<file path="src/hw/rtl/dcta_pkg.sv">
`default_nettype none
package dcta_pkg;

  localparam int MASS_W = 23;
  localparam int MOM_W  = 24;
  localparam int ID_W   = 16;
  localparam int COS_W  = 16;
  localparam int TOT_W  = 32;
  localparam int ADDR_W = 3;
  localparam int DATA_W = 32;

  localparam int OPW  = 25;  // operand width of the serial multipliers
  localparam int ROOTW = 24; // root width of the serial square roots
  localparam int QW   = 15;  // quotient bits

  localparam logic signed [ID_W-1:0] ID_LIMIT = 16'sd14;
  localparam logic [QW-1:0]          COS_MAX  = 15'h7FFF;
  localparam logic [MASS_W-1:0]      MASS_LOW_RST  = 23'd38400;
  localparam logic [MASS_W-1:0]      MASS_HIGH_RST = 23'd51200;

  typedef enum logic [0:0] {
    REG_MASS_LOW  = 1'b0,
    REG_MASS_HIGH = 1'b1
  } reg_idx_e;

  typedef enum logic [7:0] {
    ST_IDLE = 8'b0000_0001,
    ST_MUL  = 8'b0000_0010,
    ST_M2   = 8'b0000_0100,
    ST_SQRT = 8'b0000_1000,
    ST_DEN  = 8'b0001_0000,
    ST_DIV  = 8'b0010_0000,
    ST_DONE = 8'b0100_0000,
    ST_SPARE = 8'b1000_0000
  } state_e;

endpackage
`default_nettype wire

</file>
<file path="src/hw/rtl/dcta_if.sv">
`default_nettype none
interface dcta_in_if;
  import dcta_pkg::*;
  logic                     valid;
  logic                     ready;
  logic [MASS_W-1:0]        plus_energy;
  logic signed [MOM_W-1:0]  plus_px;
  logic signed [MOM_W-1:0]  plus_py;
  logic signed [MOM_W-1:0]  plus_pz;
  logic [MASS_W-1:0]        minus_energy;
  logic signed [MOM_W-1:0]  minus_px;
  logic signed [MOM_W-1:0]  minus_py;
  logic signed [MOM_W-1:0]  minus_pz;
  logic signed [ID_W-1:0]   first_id;
  logic signed [ID_W-1:0]   second_id;

  modport source (output valid, plus_energy, plus_px, plus_py, plus_pz, minus_energy,
                  minus_px, minus_py, minus_pz, first_id, second_id, input ready);
  modport sink   (input valid, plus_energy, plus_px, plus_py, plus_pz, minus_energy,
                  minus_px, minus_py, minus_pz, first_id, second_id, output ready);
endinterface

interface dcta_out_if;
  import dcta_pkg::*;
  logic                     valid;
  logic                     ready;
  logic                     selected;
  logic [MASS_W-1:0]        pair_mass;
  logic signed [COS_W-1:0]  cos_theta;
  logic                     forward;
  logic [TOT_W-1:0]         selected_total;
  logic [TOT_W-1:0]         forward_total;
  logic [TOT_W-1:0]         backward_total;

  modport source (output valid, selected, pair_mass, cos_theta, forward, selected_total,
                  forward_total, backward_total, input ready);
  modport sink   (input valid, selected, pair_mass, cos_theta, forward, selected_total,
                  forward_total, backward_total, output ready);
endinterface
`default_nettype wire

</file>
<file path="src/hw/rtl/dcta_mul.sv">
`default_nettype none
module dcta_mul #(
  parameter int W = 25
) (
  input  wire logic           clk_i,
  input  wire logic           rst_ni,
  input  wire logic           start_i,
  input  wire logic [W-1:0]   a_i,
  input  wire logic [W-1:0]   b_i,
  output logic      [2*W-1:0] prod_o,
  output logic                busy_o
);
  localparam int CW = $clog2(W + 1);

  logic [2*W-1:0] acc_q, acc_d;
  logic [W-1:0]   mc_q, mp_q;
  logic [CW-1:0]  cnt_q;
  logic [W:0]     sum;

  // shift-add, one multiplier bit per cycle
  assign sum   = {1'b0, acc_q[2*W-1:W]} + (mp_q[0] ? {1'b0, mc_q} : '0);
  assign acc_d = {sum, acc_q[W-1:1]};

  always_ff @(posedge clk_i or negedge rst_ni) begin
    if (!rst_ni) begin
      cnt_q <= '0;
    end else if (start_i) begin
      cnt_q <= CW'(W);
    end else if (cnt_q != '0) begin
      cnt_q <= cnt_q - 1'b1;
    end
  end

  always_ff @(posedge clk_i) begin
    if (start_i) begin
      acc_q <= '0;
      mc_q  <= a_i;
      mp_q  <= b_i;
    end else if (cnt_q != '0) begin
      acc_q <= acc_d;
      mp_q  <= {1'b0, mp_q[W-1:1]};
    end
  end

  assign prod_o = acc_q;
  assign busy_o = (cnt_q != '0);
endmodule
`default_nettype wire

</file>
<file path="src/hw/rtl/dcta_sqrt.sv">
`default_nettype none
module dcta_sqrt #(
  parameter int W = 24
) (
  input  wire logic           clk_i,
  input  wire logic           rst_ni,
  input  wire logic           start_i,
  input  wire logic [2*W-1:0] rad_i,
  output logic      [W-1:0]   root_o,
  output logic                busy_o
);
  localparam int CW = $clog2(W + 1);

  logic [2*W-1:0] rad_q;
  logic [W:0]     rem_q;
  logic [W-1:0]   root_q;
  logic [CW-1:0]  cnt_q;
  logic [W+2:0]   r2, trial, diff;
  logic           ge;

  // restoring square root, one root bit per cycle
  assign r2    = {rem_q, rad_q[2*W-1:2*W-2]};
  assign trial = {1'b0, root_q, 2'b01};
  assign ge    = (r2 >= trial);
  assign diff  = r2 - trial;

  always_ff @(posedge clk_i or negedge rst_ni) begin
    if (!rst_ni) begin
      cnt_q <= '0;
    end else if (start_i) begin
      cnt_q <= CW'(W);
    end else if (cnt_q != '0) begin
      cnt_q <= cnt_q - 1'b1;
    end
  end

  always_ff @(posedge clk_i) begin
    if (start_i) begin
      rad_q  <= rad_i;
      rem_q  <= '0;
      root_q <= '0;
    end else if (cnt_q != '0) begin
      rad_q  <= {rad_q[2*W-3:0], 2'b00};
      rem_q  <= ge ? diff[W:0] : r2[W:0];
      root_q <= {root_q[W-2:0], ge};
    end
  end

  assign root_o = root_q;
  assign busy_o = (cnt_q != '0);
endmodule
`default_nettype wire

</file>
<file path="src/hw/rtl/dilepton_cos_theta_afb_counter_unit.sv">
// channel | dir | handshake        | beat
// evt_i   | in  | valid/ready      | two lepton four-vectors and ids
// res_o   | out | valid/ready      | selection, mass, cosine, totals
// apb     | in  | psel/penable     | mass_low at 0x0, mass_high at 0x4
//
// The time an event takes is set by the bit-serial multipliers (unit 0 is
// used twice when the event is selected), the square roots and the 15-step
// divider. A finished beat sits in the output register, so the next event
// is taken while it waits. Reset clears the counters and loads the default
// mass window.
`default_nettype none
module dilepton_cos_theta_afb_counter_unit #(
  parameter int COUNT_WIDTH = 32
) (
  input  wire logic                          clk_i,
  input  wire logic                          rst_ni,
  dcta_in_if.sink                            evt_i,
  dcta_out_if.source                         res_o,
  input  wire logic                          psel,
  input  wire logic                          penable,
  input  wire logic                          pwrite,
  input  wire logic [dcta_pkg::ADDR_W-1:0]   paddr,
  input  wire logic [dcta_pkg::DATA_W-1:0]   pwdata,
  output logic      [dcta_pkg::DATA_W-1:0]   prdata,
  output logic                               pready
);
  import dcta_pkg::*;

  localparam int NMUL = 6;

  state_e state_q, state_d;

  logic [MASS_W-1:0] mass_low_q, mass_high_q;
  logic              cfg_wr;
  reg_idx_e          cfg_idx;

  // event operands
  logic              accept;
  logic [OPW-1:0]    e_sum, px_abs, py_abs, pz_abs, mpz_abs, ppz_abs;
  logic [OPW-1:0]    px_sum, py_sum, pz_sum;
  logic              pz_neg_q, s1_q, s2_q, ids_ok_q;

  logic [OPW-1:0]    mul_a [NMUL];
  logic [OPW-1:0]    mul_b [NMUL];
  logic [2*OPW-1:0]  prod  [NMUL];
  logic [NMUL-1:0]   mul_busy;
  logic              mul0_start, mul_rest_start;

  logic signed [2*OPW:0] t_q, qt2_q, m2;
  logic signed [48:0]    d_q, sp1, sp2;
  logic [47:0]           dmag, mag_q, den_q, rem_q;
  logic                  d_pos_q, m2_neg_q;

  logic              sq_start;
  logic [ROOTW-1:0]  root_a, root_b;
  logic              sqa_busy, sqb_busy;

  logic              sel_now, sel_q;
  logic [ROOTW-1:0]  mass_q;
  logic [QW-1:0]     q_q;
  logic [3:0]        div_cnt_q;
  logic [48:0]       rem2;
  logic              rem_ge;

  logic              neg;
  logic              fwd;
  logic [COS_W-1:0]  cos_val;
  logic              out_load;

  logic [COUNT_WIDTH-1:0] sel_cnt_q, fwd_cnt_q, bwd_cnt_q;
  logic [COUNT_WIDTH-1:0] sel_cnt_d, fwd_cnt_d, bwd_cnt_d;

  logic              ov_q;
  logic              o_sel_q, o_fwd_q;
  logic [MASS_W-1:0] o_mass_q;
  logic [COS_W-1:0]  o_cos_q;
  logic [TOT_W-1:0]  o_st_q, o_ft_q, o_bt_q;

  // configuration
  assign pready  = 1'b1;
  assign cfg_wr  = psel && penable && pwrite;
  assign cfg_idx = reg_idx_e'(paddr[2]);
  assign prdata  = (cfg_idx == REG_MASS_HIGH) ? DATA_W'(mass_high_q) : DATA_W'(mass_low_q);

  always_ff @(posedge clk_i or negedge rst_ni) begin
    if (!rst_ni) begin
      mass_low_q  <= MASS_LOW_RST;
      mass_high_q <= MASS_HIGH_RST;
    end else if (cfg_wr) begin
      case (cfg_idx)
        REG_MASS_LOW:  mass_low_q  <= pwdata[MASS_W-1:0];
        REG_MASS_HIGH: mass_high_q <= pwdata[MASS_W-1:0];
        default: ;
      endcase
    end
  end

  // input operands
  assign evt_i.ready = (state_q == ST_IDLE);
  assign accept      = evt_i.valid && evt_i.ready;

  assign e_sum  = {2'b00, evt_i.plus_energy} + {2'b00, evt_i.minus_energy};
  assign px_sum = {evt_i.plus_px[MOM_W-1], evt_i.plus_px}
                + {evt_i.minus_px[MOM_W-1], evt_i.minus_px};
  assign py_sum = {evt_i.plus_py[MOM_W-1], evt_i.plus_py}
                + {evt_i.minus_py[MOM_W-1], evt_i.minus_py};
  assign pz_sum = {evt_i.plus_pz[MOM_W-1], evt_i.plus_pz}
                + {evt_i.minus_pz[MOM_W-1], evt_i.minus_pz};
  assign px_abs = px_sum[OPW-1] ? -px_sum : px_sum;
  assign py_abs = py_sum[OPW-1] ? -py_sum : py_sum;
  assign pz_abs = pz_sum[OPW-1] ? -pz_sum : pz_sum;
  assign mpz_abs = evt_i.minus_pz[MOM_W-1] ? -{evt_i.minus_pz[MOM_W-1], evt_i.minus_pz}
                                           : {evt_i.minus_pz[MOM_W-1], evt_i.minus_pz};
  assign ppz_abs = evt_i.plus_pz[MOM_W-1] ? -{evt_i.plus_pz[MOM_W-1], evt_i.plus_pz}
                                          : {evt_i.plus_pz[MOM_W-1], evt_i.plus_pz};

  always_ff @(posedge clk_i) begin
    if (accept) begin
      pz_neg_q <= pz_sum[OPW-1];
      s1_q     <= evt_i.minus_pz[MOM_W-1];
      s2_q     <= evt_i.plus_pz[MOM_W-1];
      ids_ok_q <= (evt_i.first_id < ID_LIMIT) && (evt_i.second_id < ID_LIMIT);
    end
  end

  // multipliers: E^2, px^2, py^2, pz^2, |mpz|*pe, me*|ppz|; unit 0 later a*b
  assign mul0_start     = accept || (state_q == ST_SQRT && !sqa_busy && !sqb_busy && sel_now);
  assign mul_rest_start = accept;

  assign mul_a[0] = (state_q == ST_SQRT) ? OPW'(root_a) : e_sum;
  assign mul_b[0] = (state_q == ST_SQRT) ? OPW'(root_b) : e_sum;
  assign mul_a[1] = px_abs;
  assign mul_b[1] = px_abs;
  assign mul_a[2] = py_abs;
  assign mul_b[2] = py_abs;
  assign mul_a[3] = pz_abs;
  assign mul_b[3] = pz_abs;
  assign mul_a[4] = mpz_abs;
  assign mul_b[4] = OPW'(evt_i.plus_energy);
  assign mul_a[5] = OPW'(evt_i.minus_energy);
  assign mul_b[5] = ppz_abs;

  for (genvar i = 0; i < NMUL; i++) begin : g_mul
    dcta_mul #(.W(OPW)) u_mul (
      .clk_i  (clk_i),
      .rst_ni (rst_ni),
      .start_i(i == 0 ? mul0_start : mul_rest_start),
      .a_i    (mul_a[i]),
      .b_i    (mul_b[i]),
      .prod_o (prod[i]),
      .busy_o (mul_busy[i])
    );
  end

  assign sp1  = s1_q ? -{1'b0, prod[4][47:0]} : {1'b0, prod[4][47:0]};
  assign sp2  = s2_q ? -{1'b0, prod[5][47:0]} : {1'b0, prod[5][47:0]};
  assign m2   = t_q - qt2_q;
  assign dmag = d_q[48] ? 48'(-d_q) : d_q[47:0];

  always_ff @(posedge clk_i) begin
    if (state_q == ST_MUL && mul_busy == '0) begin
      t_q   <= {1'b0, prod[0]} - {1'b0, prod[3]};
      qt2_q <= {1'b0, prod[1]} + {1'b0, prod[2]};
      d_q   <= sp1 - sp2;
    end
    if (state_q == ST_M2) begin
      m2_neg_q <= m2[2*OPW];
      mag_q    <= {dmag[46:0], 1'b0};
      d_pos_q  <= !d_q[48] && (d_q != '0);
    end
  end

  // square roots of M2 and M2 + qt2
  assign sq_start = (state_q == ST_M2);

  dcta_sqrt #(.W(ROOTW)) u_sqa (
    .clk_i  (clk_i),
    .rst_ni (rst_ni),
    .start_i(sq_start),
    .rad_i  (m2[2*OPW] ? '0 : m2[2*ROOTW-1:0]),
    .root_o (root_a),
    .busy_o (sqa_busy)
  );

  dcta_sqrt #(.W(ROOTW)) u_sqb (
    .clk_i  (clk_i),
    .rst_ni (rst_ni),
    .start_i(sq_start),
    .rad_i  (t_q[2*ROOTW-1:0]),
    .root_o (root_b),
    .busy_o (sqb_busy)
  );

  assign sel_now = !m2_neg_q && ids_ok_q
                && (root_a >= {1'b0, mass_low_q}) && (root_a <= {1'b0, mass_high_q});

  // quotient
  assign rem2   = {rem_q, 1'b0};
  assign rem_ge = (rem2 >= {1'b0, den_q});

  always_ff @(posedge clk_i) begin
    case (state_q)
      ST_SQRT: begin
        if (!sqa_busy && !sqb_busy) begin
          sel_q  <= sel_now;
          mass_q <= m2_neg_q ? '0 : root_a;
          q_q    <= '0;
        end
      end
      ST_DEN: begin
        if (!mul_busy[0]) begin
          den_q     <= prod[0][47:0];
          rem_q     <= mag_q;
          div_cnt_q <= 4'(QW);
          if (prod[0][47:0] == '0) begin
            q_q <= '0;
          end else if (mag_q >= prod[0][47:0]) begin
            q_q <= COS_MAX;
          end
        end
      end
      ST_DIV: begin
        rem_q     <= rem_ge ? 48'(rem2 - {1'b0, den_q}) : rem2[47:0];
        q_q       <= {q_q[QW-2:0], rem_ge};
        div_cnt_q <= div_cnt_q - 1'b1;
      end
      default: ;
    endcase
  end

  // sequencer
  always_comb begin
    state_d = state_q;
    case (state_q)
      ST_IDLE: if (accept) state_d = ST_MUL;
      ST_MUL:  if (mul_busy == '0) state_d = ST_M2;
      ST_M2:   state_d = ST_SQRT;
      ST_SQRT: begin
        if (!sqa_busy && !sqb_busy) state_d = sel_now ? ST_DEN : ST_DONE;
      end
      ST_DEN: begin
        if (!mul_busy[0]) begin
          if (prod[0][47:0] == '0 || mag_q >= prod[0][47:0]) state_d = ST_DONE;
          else state_d = ST_DIV;
        end
      end
      ST_DIV:  if (div_cnt_q == 4'd1) state_d = ST_DONE;
      ST_DONE: if (out_load) state_d = ST_IDLE;
      default: state_d = ST_IDLE;
    endcase
  end

  always_ff @(posedge clk_i or negedge rst_ni) begin
    if (!rst_ni) state_q <= ST_IDLE;
    else         state_q <= state_d;
  end

  // result and totals
  assign neg     = d_pos_q ^ pz_neg_q;
  assign cos_val = !sel_q ? '0 : (neg ? -{1'b0, q_q} : {1'b0, q_q});
  assign fwd     = sel_q && !(neg && q_q != '0);
  assign out_load = (state_q == ST_DONE) && (!ov_q || res_o.ready);

  always_comb begin
    sel_cnt_d = sel_cnt_q;
    fwd_cnt_d = fwd_cnt_q;
    bwd_cnt_d = bwd_cnt_q;
    if (sel_q) begin
      if (!(&sel_cnt_q)) sel_cnt_d = sel_cnt_q + 1'b1;
      if (fwd) begin
        if (!(&fwd_cnt_q)) fwd_cnt_d = fwd_cnt_q + 1'b1;
      end else begin
        if (!(&bwd_cnt_q)) bwd_cnt_d = bwd_cnt_q + 1'b1;
      end
    end
  end

  always_ff @(posedge clk_i or negedge rst_ni) begin
    if (!rst_ni) begin
      sel_cnt_q <= '0;
      fwd_cnt_q <= '0;
      bwd_cnt_q <= '0;
      ov_q      <= 1'b0;
    end else begin
      if (out_load) begin
        sel_cnt_q <= sel_cnt_d;
        fwd_cnt_q <= fwd_cnt_d;
        bwd_cnt_q <= bwd_cnt_d;
        ov_q      <= 1'b1;
      end else if (res_o.ready) begin
        ov_q <= 1'b0;
      end
    end
  end

  always_ff @(posedge clk_i) begin
    if (out_load) begin
      o_sel_q  <= sel_q;
      o_fwd_q  <= fwd;
      o_mass_q <= mass_q[ROOTW-1] ? '1 : mass_q[MASS_W-1:0];
      o_cos_q  <= cos_val;
      o_st_q   <= TOT_W'(sel_cnt_d);
      o_ft_q   <= TOT_W'(fwd_cnt_d);
      o_bt_q   <= TOT_W'(bwd_cnt_d);
    end
  end

  assign res_o.valid          = ov_q;
  assign res_o.selected       = o_sel_q;
  assign res_o.pair_mass      = o_mass_q;
  assign res_o.cos_theta      = o_cos_q;
  assign res_o.forward        = o_fwd_q;
  assign res_o.selected_total = o_st_q;
  assign res_o.forward_total  = o_ft_q;
  assign res_o.backward_total = o_bt_q;

  a_fwd_needs_sel: assert property (@(posedge clk_i) disable iff (!rst_ni)
    ov_q && o_fwd_q |-> o_sel_q)
    else $error("forward beat without selection");

  a_cos_zero: assert property (@(posedge clk_i) disable iff (!rst_ni)
    ov_q && !o_sel_q |-> o_cos_q == '0)
    else $error("cosine nonzero on rejected event");

  a_sel_count: assert property (@(posedge clk_i) disable iff (!rst_ni)
    out_load && sel_q |=> (sel_cnt_q == $past(sel_cnt_q) + 1'b1) || (&sel_cnt_q))
    else $error("selected counter did not advance");

  a_busy_state: assert property (@(posedge clk_i) disable iff (!rst_ni)
    mul_busy[0] |-> (state_q == ST_MUL) || (state_q == ST_DEN))
    else $error("multiplier running outside its phase");

endmodule
`default_nettype wire
</file>
<file path="src/flat_wrapper.sv">
// flat-port wrapper written by rule: the top's interface ports become plain ports
module dilepton_cos_theta_afb_counter_unit_flat import dcta_pkg::*;
#(
  parameter int COUNT_WIDTH = 32
)
  (clk_i, rst_ni, psel, penable, pwrite, paddr, pwdata, prdata, pready, evt_i_valid, evt_i_plus_energy, evt_i_plus_px, evt_i_plus_py, evt_i_plus_pz, evt_i_minus_energy, evt_i_minus_px, evt_i_minus_py, evt_i_minus_pz, evt_i_first_id, evt_i_second_id, evt_i_ready, res_o_valid, res_o_selected, res_o_pair_mass, res_o_cos_theta, res_o_forward, res_o_selected_total, res_o_forward_total, res_o_backward_total, res_o_ready);
  dcta_in_if evt_i_i ();
  dcta_out_if res_o_i ();
  input  wire logic clk_i;
  input  wire logic rst_ni;
  input  wire logic psel;
  input  wire logic penable;
  input  wire logic pwrite;
  input  wire logic [dcta_pkg::ADDR_W-1:0] paddr;
  input  wire logic [dcta_pkg::DATA_W-1:0] pwdata;
  output logic      [dcta_pkg::DATA_W-1:0] prdata;
  output logic pready;
  input wire logic [$bits(evt_i_i.valid)-1:0] evt_i_valid;
  input wire logic [$bits(evt_i_i.plus_energy)-1:0] evt_i_plus_energy;
  input wire logic [$bits(evt_i_i.plus_px)-1:0] evt_i_plus_px;
  input wire logic [$bits(evt_i_i.plus_py)-1:0] evt_i_plus_py;
  input wire logic [$bits(evt_i_i.plus_pz)-1:0] evt_i_plus_pz;
  input wire logic [$bits(evt_i_i.minus_energy)-1:0] evt_i_minus_energy;
  input wire logic [$bits(evt_i_i.minus_px)-1:0] evt_i_minus_px;
  input wire logic [$bits(evt_i_i.minus_py)-1:0] evt_i_minus_py;
  input wire logic [$bits(evt_i_i.minus_pz)-1:0] evt_i_minus_pz;
  input wire logic [$bits(evt_i_i.first_id)-1:0] evt_i_first_id;
  input wire logic [$bits(evt_i_i.second_id)-1:0] evt_i_second_id;
  output wire logic [$bits(evt_i_i.ready)-1:0] evt_i_ready;
  output wire logic [$bits(res_o_i.valid)-1:0] res_o_valid;
  output wire logic [$bits(res_o_i.selected)-1:0] res_o_selected;
  output wire logic [$bits(res_o_i.pair_mass)-1:0] res_o_pair_mass;
  output wire logic [$bits(res_o_i.cos_theta)-1:0] res_o_cos_theta;
  output wire logic [$bits(res_o_i.forward)-1:0] res_o_forward;
  output wire logic [$bits(res_o_i.selected_total)-1:0] res_o_selected_total;
  output wire logic [$bits(res_o_i.forward_total)-1:0] res_o_forward_total;
  output wire logic [$bits(res_o_i.backward_total)-1:0] res_o_backward_total;
  input wire logic [$bits(res_o_i.ready)-1:0] res_o_ready;
  assign evt_i_i.valid = evt_i_valid;
  assign evt_i_i.plus_energy = evt_i_plus_energy;
  assign evt_i_i.plus_px = evt_i_plus_px;
  assign evt_i_i.plus_py = evt_i_plus_py;
  assign evt_i_i.plus_pz = evt_i_plus_pz;
  assign evt_i_i.minus_energy = evt_i_minus_energy;
  assign evt_i_i.minus_px = evt_i_minus_px;
  assign evt_i_i.minus_py = evt_i_minus_py;
  assign evt_i_i.minus_pz = evt_i_minus_pz;
  assign evt_i_i.first_id = evt_i_first_id;
  assign evt_i_i.second_id = evt_i_second_id;
  assign evt_i_ready = evt_i_i.ready;
  assign res_o_valid = res_o_i.valid;
  assign res_o_selected = res_o_i.selected;
  assign res_o_pair_mass = res_o_i.pair_mass;
  assign res_o_cos_theta = res_o_i.cos_theta;
  assign res_o_forward = res_o_i.forward;
  assign res_o_selected_total = res_o_i.selected_total;
  assign res_o_forward_total = res_o_i.forward_total;
  assign res_o_backward_total = res_o_i.backward_total;
  assign res_o_i.ready = res_o_ready;
  dilepton_cos_theta_afb_counter_unit #(.COUNT_WIDTH(COUNT_WIDTH)) u_core (.clk_i(clk_i), .rst_ni(rst_ni), .evt_i(evt_i_i), .res_o(res_o_i), .psel(psel), .penable(penable), .pwrite(pwrite), .paddr(paddr), .pwdata(pwdata), .prdata(prdata), .pready(pready));
endmodule
</file>
<file path="config.mk">
export PLATFORM = sky130hd
export DESIGN_NAME = dilepton_cos_theta_afb_counter_unit_flat
export DESIGN_NICKNAME = d
export VERILOG_FILES = /design/src/hw/rtl/dcta_pkg.sv /design/src/hw/rtl/dcta_if.sv /design/src/hw/rtl/dcta_mul.sv /design/src/hw/rtl/dcta_sqrt.sv /design/src/hw/rtl/dilepton_cos_theta_afb_counter_unit.sv /design/src/flat_wrapper.sv
export SDC_FILE = /design/constraint.sdc
export NUM_CORES = 2
export LEC_CHECK = 0
export BUFFER_PORTS_ARGS = -buffer_cell sky130_fd_sc_hd__buf_2
export CAP_MARGIN = 20
export CORE_ASPECT_RATIO = 1.4
export CORE_UTILIZATION = 44
export CTS_BUF_LIST = sky130_fd_sc_hd__clkbuf_8 sky130_fd_sc_hd__clkbuf_16
export DETAILED_ROUTE_END_ITERATION = 10
export HOLD_SLACK_MARGIN = 0.02
export SYNTH_ARGS = -nofsm -noshare
export SYNTH_HDL_FRONTEND = slang
export SYNTH_SLANG_ARGS = --single-unit
</file>
<file path="constraint.sdc">
create_clock -name clk_i -period 14.1 [get_ports clk_i]
set_input_delay 2.115 -clock clk_i [delete_from_list [all_inputs] [get_ports clk_i]]
set_output_delay 2.115 -clock clk_i [all_outputs]
set_load 0.01 [all_outputs]
</file>
# == Word level (Yosys, flattened, before mapping) ==
# Index checks and enable logic that the tools add are counted.
# word_totals
ff_bits,1462
latchBits,0
ramBits,0
romBits,0
in_bits,264
output_inout_bits,172
word_cells,270
memories,0
# classes
addsub,38
multipliers,0
div_mod_pow,0
order_cmp,8
eq_ne,15
n_shift,0
mux,82
n_bitwise,3
n_reduce_logical,59
# ops
op,count
two-way mux 25 bit,21
two-way mux 48 bit,7
two-way mux 32 bit,8
adder 25 x 26 -> 26 bit,6
negation 25 bit,5
two-way mux 23 bit,5
two-way mux 49 bit,2
negation 48 -> 49 bit,2
"adder 32 x 1 -> 32 bit, second input constant",3
case mux 48 bit (2 select lines),1
AND reduction 32 bit,3
two-way mux 5 bit,16
adder 24 x 24 -> 25 bit,3
two-way mux 15 bit,5
case mux 8 bit (7 select lines),1
>= comparator 27 x 26 -> 1 bit,2
adder 50 x 50 -> 51 bit,1
subtractor 50 x 50 -> 51 bit,1
subtractor 51 bit,1
subtractor 25 bit,2
>= comparator 49 x 48 -> 1 bit,1
nonzero test 49 bit,1
subtractor 49 bit,1
>= comparator 48 bit,1
other kinds (42),106

# == Depth between registers and ports, before layout ==
# depth
word_depth,7
mapped_depth,22
depth_no_buf,22

# == By module ==
# Synthesis repeated with hierarchy kept, for this count alone.
# unflattened
hier_cells,10173
hier_area_um2,95481.6
# modules_own_cells
module,n_inst,cells_each,area_each_um2,seq_area_each_um2
dilepton_cos_theta_afb_counter_unit,1,5812,52342.7,18207.5
dcta_mul,6,528,5276.3,2627.5
dcta_sqrt (u_core.u_sqa),1,614,5869.4,2547.4
dcta_sqrt (u_core.u_sqb),1,579,5611.6,2547.4

# == Worst setup path after synthesis ==
# Ideal clock, no wire load.
# synth_path
path_type,register to register
startpoint,register u_core.g_mul[2].u_mul.cnt_q[0]
endpoint,register u_core.d_q[0] (enable)
setup_time_ps,663
arrival_ps,8097
t_required_ps,13437
setup_slack_ps,5340
path_stages_with_launch,10
path_buffers,1
period_less_slack_ps,8760
path_cell_list,dfrtp_1 inv_1 ha_1 inv_1 or3_1 clkbuf_1 nor2_1 nand4_1 or3_1 nor2_1
# synth_between
elab_chain_len,3
# synth_lines
item,line_no,source
start: declaration,dcta_mul.sv:17,logic [CW-1:0] cnt_q;
start signal: assignment,dcta_mul.sv:28,cnt_q <= CW'(W);
start signal: assignment,dcta_mul.sv:30,cnt_q <= cnt_q - 1'b1;
nonzero test 5 bit,dcta_mul.sv:46,assign busy_o = (cnt_q != '0);
zero test 6 bit,dilepton_cos_theta_afb_counter_unit.sv:161,if (state_q == ST_MUL && mul_busy == '0) begin
logical AND 1 bit,dilepton_cos_theta_afb_counter_unit.sv:161,
end signal: assignment,dilepton_cos_theta_afb_counter_unit.sv:164,d_q <= sp1 - sp2;
end: declaration,dilepton_cos_theta_afb_counter_unit.sv:50,"logic signed [48:0] d_q, sp1, sp2;"
# Every way passes these cells.
# A chain may end at the register's enable or synchronous reset.

# == Worst setup path in the final report ==
# layout_path
startpoint,register u_core.g_mul[5].u_mul.acc_q[10]
endpoint,register u_core.d_q[48] (data pin)
# layout_between
elab_chain_len,3
# layout_lines
item,line_no,source
start: declaration,dcta_mul.sv:15,"logic [2*W-1:0] acc_q, acc_d;"
start signal: assignment,dcta_mul.sv:36,acc_q <= '0;
start signal: assignment,dcta_mul.sv:40,acc_q <= acc_d;
negation 48 -> 49 bit,dilepton_cos_theta_afb_counter_unit.sv:156,"assign sp2 = s2_q ? -{1'b0, prod[5][47:0]} : {1'b0, prod[5][47:0]};"
two-way mux 49 bit (*),dilepton_cos_theta_afb_counter_unit.sv:156,
subtractor 49 bit (*),dilepton_cos_theta_afb_counter_unit.sv:164,
# Every way passes the cells marked *; elsewhere a longest branch is shown, timed or not.

==> flow_summary.yaml <==
power_and_ir_drop:
  peakVddDrop_uv: 162
  total_power_mw: 22.9
  p_int_mw: 13.7
  p_comb_share_pct: 50.0
  pwr-share-clk_pct: 18.7
  power.share.switching_pct: 40.3
  p_sw_mw: 9.22
  pwr_density_cell_nw_per_um2: 227
  p_seq_share_pct: 31.2
  leakagePower_nw: 43.3
synth:
  async_flop_share_pct: 13.0
  ys_types: 96
  synthFlopType: "edfxtp_1"
  synth.area.top_cells: "edfxtp_1 29%, ha_1 9.0%, dfxtp_1 8.8%"
  synth.yosys.seq_area_share_pct: 42.9
  synth-xor-area-share_pct: 8.51
  synth_most_common_cell: "nand2_1"
  synth_commonest_cells: "1,390 x nand2_1, 871 x edfxtp_1, 778 x a21oi_1, 655 x ha_1, 610 x nor2_1"
  synthAdderAreaFrac_pct: 9.37
  synth_compound_area_share_pct: 16.0
  avgSynthCellArea_um2: 9.35
  yosys.area.top_type_share_pct: 28.9
  syn-cell-area_um2: 90600
  yosys.area.top_type: "edfxtp_1"
  synth_edf_count: 871
  ys_warn_count: 0
  synth_mux_area_share_pct: 2.65
  synthSimpleGateAreaFrac_pct: 16.9
  synth_cells: 9696
  synth-seq-cells: 1459
  synth_top_family_by_area: "simple AND/OR/NAND/NOR gates"
critical_path:
  critPathBufInv: 0
  worstPathRequired_ps: 14660
  worstSetupPathType: "flop to flop"
  cp_top_family: "simple AND/OR/NAND/NOR gates"
  crit_chain: "or4_4, or4_1, or3b_1, or2_1, or3_4, or4_4, or3_4, or4_4, o41ai_2, xor2_1, ha_1, a21o_1, a21o_1, nor3b_1, nand3_1, a31o_2, a21oi_1, xnor2_1"
  cp_slowest_cell: "or4_4"
  arrival_ps: 6730
  end_kind: "flop"
  cpPeakStageDelay_ps: 570
  crit_path_start_kind: "flop"
  crit_fanout: 7
  crit_top_cell: "or4_4"
job:
  max-cap-violations: 0
sta:
  clock.fmax_ghz: 0.162
  period_minus_slack_ps: 6170
  tightest_slew_ps: 1220
  fin_crit_sh_pct: 43.7
  fin_skew_ps: 39.1
  relSlewSlack_pct: 18.5
  setup_violations: 0
  rsz0062_at_grt: "no"
  hold_viol: 0
  fin_tns_setup_ps: 0
  drv_slew: 0
hold_path:
  hold_class: "flop to flop"
die:
  start_util_pct: 44.4
  num_io_pins: 436
  die_y_um: 539
  die_x_um: 386
  num_rows: 196
  core_area_um2: 204000
  die_area_um2: 208000
cts:
  cts_htree_levels: 4
  clkSinkCount: 1459
  cts-hold-fix-buffers: 0
  postCtsResizedCells: 0
  post-cts-setup-buffers: 0
  numCtsBuffers: 163
  cts_tree: "yes"
  clock_latency_ps: 830
  clkSlewWorstSetupHoldPaths_ps: 60
  max-clock-path-buffers: 4
  cts_root_buffer: "clkbuf_16"
routing:
  drt_iter0_drc: 3881
  drtAntennaViolNets: 0
  first_pass_iters: 5
  vias: 70600
  via_per_inst: 5.52
  drc: 0
  avgRoutedWirePerCell_um: 18.0
  routed_wl_um: 230000
grt:
  overflow: 0
  grt_pass1_wl_um: 366000
  antenna_found_initial: 12
  grt_max_degree: 171
  track_usage_pct: 21.6
  grt_pass1_vias: 68500
layout:
  areaGrowthSynthToFinish_pct: 11.3
  fin_util_pct: 49.4
  stdcell_count: 12800
  fill_cells: 19100
  drive_gt1_share_pct: 9.76
  nets: 10900
placement:
  place_congestion: 0.916
  io_buffers: 412
  placedCellCount: 12500
  hpwl_um: 173000
status:
  status: "finished, final reports clean"
-- cells by family after synthesis --
| logic type | count (synthesis) |
|---|---|
| fa+ha+maj | 670 |
| other cells | 2 |
| simple gates | 3283 |
| compound gates | 2314 |
| buf+inv | 861 |
| xor+xnor | 881 |
| mux | 226 |
| flops | 1459 |
-- stage by stage --
stage,worst slack [ps],hold WS [ps],instance area [µm²]
CTS,7910,458,101000
floorplan,5340,424,90700
global placement,7410,439,95400
global route,7620,475,101000
finish,7930,456,101000
detailed placement,7390,447,95400
-- worst reg2reg max path: cells and delay by family, from the launching register on --
family / cells / cell delay (ps)
compound gates: 5 / 1090
flops: 1 / 370
xor+xnor: 2 / 280
simple gates: 10 / 3850
fa+ha+maj: 1 / 320
-- path summary, 6_finish.rpt --
kind	from	endpoint	slack, ps	cells after the start
setup / recovery	u_core.g_mul[5].u_mul.prod_o[10]	u_core.d_q[48]	7930	18
min in group asynchronous	rst_ni	u_core.sel_cnt_q[13]	1360	1
hold / removal	u_core.u_sqa.root_o[0]	u_core.u_sqa.root_o[1]	460	2
hold reg to reg	u_core.u_sqa.root_o[0]	u_core.u_sqa.root_o[1]	460	2
setup reg to reg	u_core.g_mul[5].u_mul.prod_o[10]	u_core.d_q[48]	7930	18
max in group asynchronous	rst_ni	u_core.mass_low_q[21]	10760	3
-- state kept, by name (all words and copies together) (netlist names), 49 cells and up --
name                       flops
u_core.g_mul.u_mul.prod_o    300
u_core.g_mul.u_mul.mc_q      147
u_core.g_mul.u_mul.mp_q      147
u_core.qt2_q                  51
u_core.t_q                    51
u_core.d_q                    49
-- metal layers --
| metal | up-vias | track usage [%] | share of wire [%] |
|---|---|---|---|
| li1 | 35200 | - | - |
| met1 | 33500 | 26.6 | 43 |
| met2 | 1441 | 38.4 | 50 |
| met3 | 402 | 2.38 | 3.8 |
| met4 | 2 | 7.86 | 3.6 |
| met5 | - | 0 | 0.0052 |
-- layout by cell type, fill, tap and decap left out, types with 281 or more instances in the layout --
| cell | instances |
|---|---|
| nand2_1 | 1387 |
| xor2_1 | 317 |
| ha_1 | 655 |
| o21ai_0 | 446 |
| a21o_1 | 281 |
| xnor2_1 | 563 |
| dfxtp_1 | 398 |
| edfxtp_1 | 871 |
| buf_2 | 411 |
| nor2_1 | 600 |
| inv_1 | 518 |
| a21oi_1 | 778 |
-- power by group through the flow --
stage / registers [mW] / logic [mW] / clock network (mW)
4_1_cts: 7.15 / 11.4 / 4.41
5_1_grt: 7.27 / 12.8 / 4.55
3_5_place_dp: 7.22 / 11.4 / 0
6_report: 7.14 / 11.5 / 4.29
2_1_floorplan: 6.81 / 8.97 / 0
3_3_place_gp: 7.19 / 11.1 / 0
-- area by class of cell --
class | count | area (µm²) | area share [%]
antenna | 9 | 22.5 | 0.0223
inverter | 495 | 1880 | 1.86
multi-input combinational | 7386 | 48700 | 48.2
tap | 2673 | 3340 | 3.31
clock buffer | 187 | 4490 | 4.45
clock inverter | 99 | 851 | 0.843
sequential | 1459 | 38900 | 38.5
timing repair buffer | 487 | 2770 | 2.74
No activity file was read; power rests on OpenSTA's default activity.
